[src/hw/rtl/mclfe_pkg.sv]
// ----------------------------------------------------------------------------
// mclfe_pkg
// Shared constants and types of the linear fade engine.
// ----------------------------------------------------------------------------
package mclfe_pkg;
  localparam int MAX_JOBS   = 8;
  localparam int LEVEL_BITS = 16;
  localparam int STEP_BITS  = 15;
  localparam int CHAN_BITS  = 8;
  localparam int IDX_BITS   = $clog2(MAX_JOBS);
  localparam int CNT_BITS   = $clog2(MAX_JOBS + 1);
  localparam int JOB_BITS   = 2 * LEVEL_BITS + 2 * STEP_BITS + CHAN_BITS;
  localparam int PROD_BITS  = LEVEL_BITS + 1 + STEP_BITS + 1;
  localparam int NUM_BITS   = PROD_BITS + 1;

  localparam logic FUNC_ADD  = 1'b0;
  localparam logic FUNC_TICK = 1'b1;

  typedef struct packed {
    logic signed [LEVEL_BITS-1:0] start_lvl;
    logic signed [LEVEL_BITS-1:0] end_lvl;
    logic [STEP_BITS-1:0]         step;
    logic [STEP_BITS-1:0]         total;
    logic [CHAN_BITS-1:0]         chan;
  } job_t;
endpackage

[src/hw/rtl/mclfe_ram.sv]
// ----------------------------------------------------------------------------
// mclfe_ram
// Generic single-port-write, single-port-read RAM with registered read.
// ----------------------------------------------------------------------------
module mclfe_ram #(
  parameter int WIDTH = 8,
  parameter int DEPTH = 8
) (
  input  logic                     clk,
  input  logic                     we,
  input  logic [$clog2(DEPTH)-1:0] waddr,
  input  logic [WIDTH-1:0]         wdata,
  input  logic [$clog2(DEPTH)-1:0] raddr,
  output logic [WIDTH-1:0]         rdata
);
  logic [WIDTH-1:0] mem [DEPTH];

  always_ff @(posedge clk) begin
    if (we) begin
      mem[waddr] <= wdata;
    end
    rdata <= mem[raddr];
  end
endmodule

[src/hw/rtl/multi_channel_linear_fade_engine_core.sv]
// ----------------------------------------------------------------------------
// multi_channel_linear_fade_engine_core
// Fade job table in RAM; ticks walk jobs in order, compacting the table.
// Add: acknowledge strobe in the cycle right after the request is accepted.
// Tick: per job a read, a multiply-add, a bit-serial restoring division and
//   an emit.
// Busy throughout a tick; an add never raises busy; results cannot be stalled.
// Sync reset empties the table.
// ----------------------------------------------------------------------------
module multi_channel_linear_fade_engine_core (
  input  logic                                  clk,
  input  logic                                  rst,
  input  logic                                  start,
  output logic                                  busy,
  input  logic                                  func,
  input  logic signed [mclfe_pkg::LEVEL_BITS-1:0] start_level,
  input  logic signed [mclfe_pkg::LEVEL_BITS-1:0] end_level,
  input  logic [mclfe_pkg::STEP_BITS-1:0]       step_total,
  input  logic [mclfe_pkg::CHAN_BITS-1:0]       channel,
  output logic                                  strobe,
  output logic [mclfe_pkg::CHAN_BITS-1:0]       out_channel,
  output logic signed [mclfe_pkg::LEVEL_BITS-1:0] level,
  output logic                                  finished,
  output logic                                  last,
  output logic                                  is_ack,
  output logic [mclfe_pkg::CNT_BITS-1:0]        job_count,
  output logic                                  add_error
);
  typedef enum logic [2:0] {S_IDLE, S_READ, S_MUL, S_DIV, S_EMIT} state_t;

  localparam int NB = mclfe_pkg::NUM_BITS;
  localparam int DB = mclfe_pkg::STEP_BITS;
  localparam int LB = mclfe_pkg::LEVEL_BITS;
  localparam int IB = mclfe_pkg::IDX_BITS;
  localparam int CB = mclfe_pkg::CNT_BITS;

  state_t                 state;
  logic [CB-1:0]          active;
  logic [CB-1:0]          rd;
  logic [CB-1:0]          wr;
  logic [CB-1:0]          n;
  logic                   we;
  logic [IB-1:0]          waddr;
  mclfe_pkg::job_t        wdata;
  mclfe_pkg::job_t        rdata;
  mclfe_pkg::job_t        job;
  logic [NB-1:0]          quo;
  logic [DB:0]            rem;
  logic                   neg;
  logic [$clog2(NB+1)-1:0] bitcnt;
  logic [DB+1:0]          trial;

  mclfe_ram #(.WIDTH(mclfe_pkg::JOB_BITS), .DEPTH(mclfe_pkg::MAX_JOBS)) u_ram (
    .clk   (clk),
    .we    (we),
    .waddr (waddr),
    .wdata (wdata),
    .raddr (rd[IB-1:0]),
    .rdata (rdata)
  );

  assign busy = (state != S_IDLE);

  always_comb begin
    trial = {rem, quo[NB-1]} - {2'b00, job.total};
  end

  always_ff @(posedge clk) begin
    logic signed [NB-1:0] num;
    logic [CB-1:0] cnt;
    we     <= 1'b0;
    strobe <= 1'b0;
    if (rst) begin
      state  <= S_IDLE;
      active <= '0;
    end else begin
      unique case (state)
        S_IDLE: begin
          if (start) begin
            if (func == mclfe_pkg::FUNC_ADD) begin
              out_channel <= '0;
              level       <= '0;
              finished    <= 1'b0;
              last        <= 1'b1;
              is_ack      <= 1'b1;
              strobe      <= 1'b1;
              if (step_total == '0 || active >= CB'(mclfe_pkg::MAX_JOBS)) begin
                add_error <= 1'b1;
                job_count <= active;
              end else begin
                add_error   <= 1'b0;
                we          <= 1'b1;
                waddr       <= active[IB-1:0];
                wdata       <= '{start_level, end_level, DB'(1), step_total, channel};
                active      <= active + 1'b1;
                job_count   <= active + 1'b1;
              end
            end else if (active != '0) begin
              rd    <= '0;
              wr    <= '0;
              n     <= active;
              state <= S_READ;
            end
          end
        end
        S_READ: state <= S_MUL;
        S_MUL: begin
          job <= rdata;
          num = NB'((rdata.end_lvl - rdata.start_lvl) * $signed({1'b0, rdata.step}))
              + NB'(rdata.start_lvl * $signed({1'b0, rdata.total}));
          neg    <= num[NB-1];
          quo    <= num[NB-1] ? NB'(-num) : num;
          rem    <= '0;
          bitcnt <= '0;
          state  <= S_DIV;
        end
        S_DIV: begin
          if (trial[DB+1]) begin
            rem <= (DB+1)'({rem, quo[NB-1]});
            quo <= {quo[NB-2:0], 1'b0};
          end else begin
            rem <= trial[DB:0];
            quo <= {quo[NB-2:0], 1'b1};
          end
          bitcnt <= bitcnt + 1'b1;
          if (bitcnt == ($bits(bitcnt))'(NB - 1)) begin
            state <= S_EMIT;
          end
        end
        S_EMIT: begin
          cnt = active;
          if (job.step >= job.total) begin
            cnt = active - 1'b1;
          end else begin
            we    <= 1'b1;
            waddr <= wr[IB-1:0];
            wdata <= '{job.start_lvl, job.end_lvl, job.step + 1'b1, job.total, job.chan};
            wr    <= wr + 1'b1;
          end
          active      <= cnt;
          strobe      <= 1'b1;
          out_channel <= job.chan;
          level       <= neg ? LB'(-quo) : LB'(quo);
          finished    <= (job.step >= job.total);
          last        <= (rd + 1'b1 == n);
          is_ack      <= 1'b0;
          add_error   <= 1'b0;
          job_count   <= cnt;
          rd          <= rd + 1'b1;
          state       <= (rd + 1'b1 == n) ? S_IDLE : S_READ;
        end
        default: state <= S_IDLE;
      endcase
    end
  end
endmodule

[config.mk]
export PLATFORM = sky130hd
export DESIGN_NAME = multi_channel_linear_fade_engine_core
export DESIGN_NICKNAME = d
export VERILOG_FILES = /design/src/hw/rtl/mclfe_pkg.sv /design/src/hw/rtl/mclfe_ram.sv /design/src/hw/rtl/multi_channel_linear_fade_engine_core.sv
export SDC_FILE = /design/constraint.sdc
export NUM_CORES = 2
export LEC_CHECK = 0
export ABC_AREA = 1
export ABC_CLOCK_PERIOD_IN_PS = 11100
export BUFFER_PORTS_ARGS = -buffer_cell sky130_fd_sc_hd__buf_2
export CAP_MARGIN = 25
export CORE_ASPECT_RATIO = 1.2
export CORE_MARGIN = 2
export CORE_UTILIZATION = 30
export DETAILED_ROUTE_END_ITERATION = 12
export SLEW_MARGIN = 20
export SYNTH_ARGS = -nofsm -noshare
export SYNTH_HDL_FRONTEND = slang
export SYNTH_SLANG_ARGS = --single-unit
[constraint.sdc]
create_clock -name clk -period 11.1 [get_ports clk]
set_input_delay 2.22 -clock clk [delete_from_list [all_inputs] [get_ports clk]]
set_output_delay 2.22 -clock clk [all_outputs]
set_load 0.02 [all_outputs]
==> impl_metrics.env <==
export IMPL_status="finished, final reports clean"
export IMPL_clk_pin_slew_ns=0.07
export IMPL_hold_viol=0
export IMPL_synth_edf_count=803
export IMPL_min_path_type="reg -> reg"
export IMPL_fillers=18602
export IMPL_core_um2=186000
export IMPL_r2r_start="u_ram.rdata[58]"
export IMPL_ys_seq_area_share_pct=45.8
export IMPL_async_flop_share_pct=0
export IMPL_dr_pass1_iters=5
export IMPL_hold_path_depth=0
export IMPL_synth_cell_type_count=55
export IMPL_slowest_stage="dfxtp_1"
export IMPL_drtIter0Drc=2746
export IMPL_fin_worst_skew_ns=0.0381
export IMPL_gp_congestion=0.930
export IMPL_min_to="job[2]"
export IMPL_hp_start="u_ram.rdata[2]"
export IMPL_cp_arrival_ns=10.69
export IMPL_setup_viol=0
export IMPL_clock_sinks=882
export IMPL_grt_first_pass_wirelength_um=231000
export IMPL_dp_hpwl_um=104000
export IMPL_dpl_cell_area_um2=59400
export IMPL_clock_latency_ns=0.68
export IMPL_viasPerCell=4.73
export IMPL_fp_dieW_um=399
export IMPL_synth_ff_type="edfxtp_1"
export IMPL_pin_count=93
export IMPL_stdcell_area_um2=62200
export IMPL_finalCriticalPeriod_ns=10.25
export IMPL_postCtsSetupBuffers=0
export IMPL_cts_tree="yes"
export IMPL_drc_errors=0
export IMPL_yosysWarningCount=0
export IMPL_syn_nets=6330
export IMPL_syn_area_um2=56100
export IMPL_rsz0062_at_grt="false"
export IMPL_root_buffer="clkbuf_16"
export IMPL_start_util_pct=30.3
export IMPL_portBuffers=92
export IMPL_ys_ff_latch=882
export IMPL_synth_xor_area_share_pct=0.718
export IMPL_setup_slack_ns=0.850
export IMPL_syn_area_per_cell_um2=10.2
export IMPL_max_slew_margin_pct=30.9
export IMPL_die_height_um=478
export IMPL_synth_simple_area_share_pct=14.2
export IMPL_grt_max_degree=117
export IMPL_slowest_delay_ns=0.80
export IMPL_max_cap_violations=0
export IMPL_dp_slack_ns=0.831
export IMPL_wl_per_cell_um=18.2
export IMPL_regToRegSetupSlack_ns=0.85
export IMPL_synth_mux_area_share_pct=0
export IMPL_drive_gt1_share_pct=7.06
export IMPL_htreeDepth=3
export IMPL_antenna_left=0
export IMPL_antenna_found_initial=2
export IMPL_synth_top_family_by_area="adder cells"
export IMPL_reg2regPathDepth=41
export IMPL_crit_path_start_kind="register"
export IMPL_synth_compound_gate_area_share_pct=6.34
export IMPL_fin_nets=6351
export IMPL_worst_pin_slew_ns=1.04
export IMPL_fin_crit_sh_pct=92.3
export IMPL_synthAdderAreaFrac_pct=24.8
export IMPL_crit_fanout=17
export IMPL_cts_resized=0
export IMPL_required_ns=11.53
export IMPL_syn_inst=5502
export IMPL_crit_path_end_kind="register"
export IMPL_vias=38022
export IMPL_fmax_ghz=0.0976
export IMPL_cts_buffers=82
export IMPL_wirelength_um=147000
export IMPL_final_max_slew_viol_count=0
export IMPL_overflow=0
export IMPL_grt_usage_pct=15.6
export IMPL_rows=173
export IMPL_path_class="reg -> reg"
export IMPL_crit_top_cell="nand2_1"
export IMPL_grt_pass1_vias=39575
export IMPL_clockBufferDepth=3
export IMPL_die_area_um2=191000
export IMPL_setup_tns_ns=0
export IMPL_areaGrowthSynthToFinish_pct=10.8
export IMPL_r2r_end="quo[27]"
export IMPL_ctsHoldBuffers=0
-- how the worst max path moves through the flow --
stage,startpoint,endpoint,slack [ns],cells after the start
final,u_ram.rdata[58],quo[27],0.85,41
after floorplan,rst,job[0],1.29,2
after global placement,u_ram.rdata[56],quo[27],0.94,45
after detailed placement,u_ram.rdata[56],quo[27],0.83,45
after global routing,u_ram.rdata[58],quo[27],0.09,47
after CTS,u_ram.rdata[56],quo[27],0.79,45
-- cells by family (layout without fill, tap and decap cells) --
| kind of cell | count (synthesis) | after routing |
|---|---|---|
| AO/OA/AOI/OAI | 656 | 656 |
| adder cells (fa/ha/maj) | 769 | 769 |
| XOR/XNOR | 46 | 46 |
| flip-flops | 882 | 882 |
| other | 0 | 1 |
| buffers and inverters | 1198 | 1287 |
| AND/OR/NAND/NOR | 1951 | 1951 |
-- worst max-delay path, delay by kind of cell (launching register included) --
family	cells	cell delay (ns)
AND/OR/NAND/NOR	18	2.14
XOR/XNOR	1	0.53
adder cells (fa/ha/maj)	10	4.96
buffers and inverters	6	0.48
AO/OA/AOI/OAI	6	1.09
flip-flops	1	0.80
-- synthesized netlist by cell type, types with 3 or more instances --
library cell,number,area share (%)
clkbuf_1,220,1.5
inv_2,6,0.040
o21ai_1,10,0.089
nor2_1,815,5.5
a21oi_1,97,0.86
o22ai_1,71,0.79
xnor2_1,22,0.34
nand3_2,5,0.089
inv_1,949,6.3
nor3_1,24,0.21
nor3b_1,4,0.054
o21bai_1,8,0.11
buf_6,3,0.060
nor4_1,9,0.10
nand3_1,132,1.2
nor2_4,8,0.16
nand2_1,843,5.6
o211ai_1,3,0.040
o21ai_0,368,3.3
nand4_1,39,0.43
or2_2,11,0.12
nand2_2,24,0.27
o2111ai_1,3,0.047
edfxtp_1,803,43
nand3b_1,15,0.20
ha_1,198,4.4
a211oi_1,5,0.067
buf_2,5,0.045
nor2_2,12,0.13
fa_1,571,20
dfxtp_1,79,2.8
xor2_1,24,0.37
a31oi_1,80,0.89
clkinv_1,8,0.054
-- routing by layer --
layer / wire length, um / vias up / GRT usage [%]
met5: 0 / - / 0
met4: 4770 / 0 / 5.28
met3: 7050 / 249 / 1.53
met2: 73300 / 1031 / 27.1
met1: 61400 / 19134 / 20.1
li1: - / 17608 / -
-- layout by cell type, fill, tap and decap left out, types with 7 or more instances in the layout --
cell type,netlist,routed
nor4_1,9,8
nor2_2,12,13
buf_2,5,92
nand3_1,132,132
nand2_2,24,24
ha_1,198,198
nand2_1,843,843
o21ai_1,10,10
xnor2_1,22,22
fa_1,571,571
xor2_1,24,24
nand4_1,39,39
a31oi_1,80,80
nand3b_1,15,15
edfxtp_1,803,803
nor3_1,24,23
or2_2,11,11
clkinv_1,8,14
o21ai_0,368,368
dfxtp_1,79,78
clkinv_2,0,15
bufinv_16,0,7
buf_4,2,76
clkbuf_8,2,9
a21oi_1,97,97
clkbuf_1,220,15
nor2_4,8,19
nor2_1,815,803
o21bai_1,8,8
clkbuf_16,0,82
o22ai_1,71,71
inv_1,949,948
-- stage by stage --
step	hold WS (ns)	util (%)	instances
2_1_floorplan	0.386	-	5502
6_report	0.404	33.5	8042
3_3_place_gp	0.387	32.0	7887
4_1_cts	0.404	33.5	8040
3_5_place_dp	0.389	32.0	7888
5_1_grt	0.416	33.5	8042
-- registers in the layout, summed over array words and instances (netlist names), 8 cells and up --
| register | cells |
|---|---|
| quo | 34 |
| rem | 16 |
| out_channel | 8 |
| wdata | 70 |
| u_ram.rdata | 70 |
| job | 70 |
| u_ram.mem | 560 |
| level | 16 |
-- area by class of cell --
type,instances,area [um2],area share [%]
clock buffer,106,2230,3.59
antenna,1,2.50,0.00402
multi-input combinational,3422,26000,41.7
clock inverter,46,527,0.847
sequential,882,25700,41.3
inverter,964,3640,5.85
timing repair buffer,171,1090,1.75
tap,2450,3070,4.93
Power is left out: the tool's default activity adds up to more than one toggle a clock period on the data nets, which glitch-free logic cannot reach.
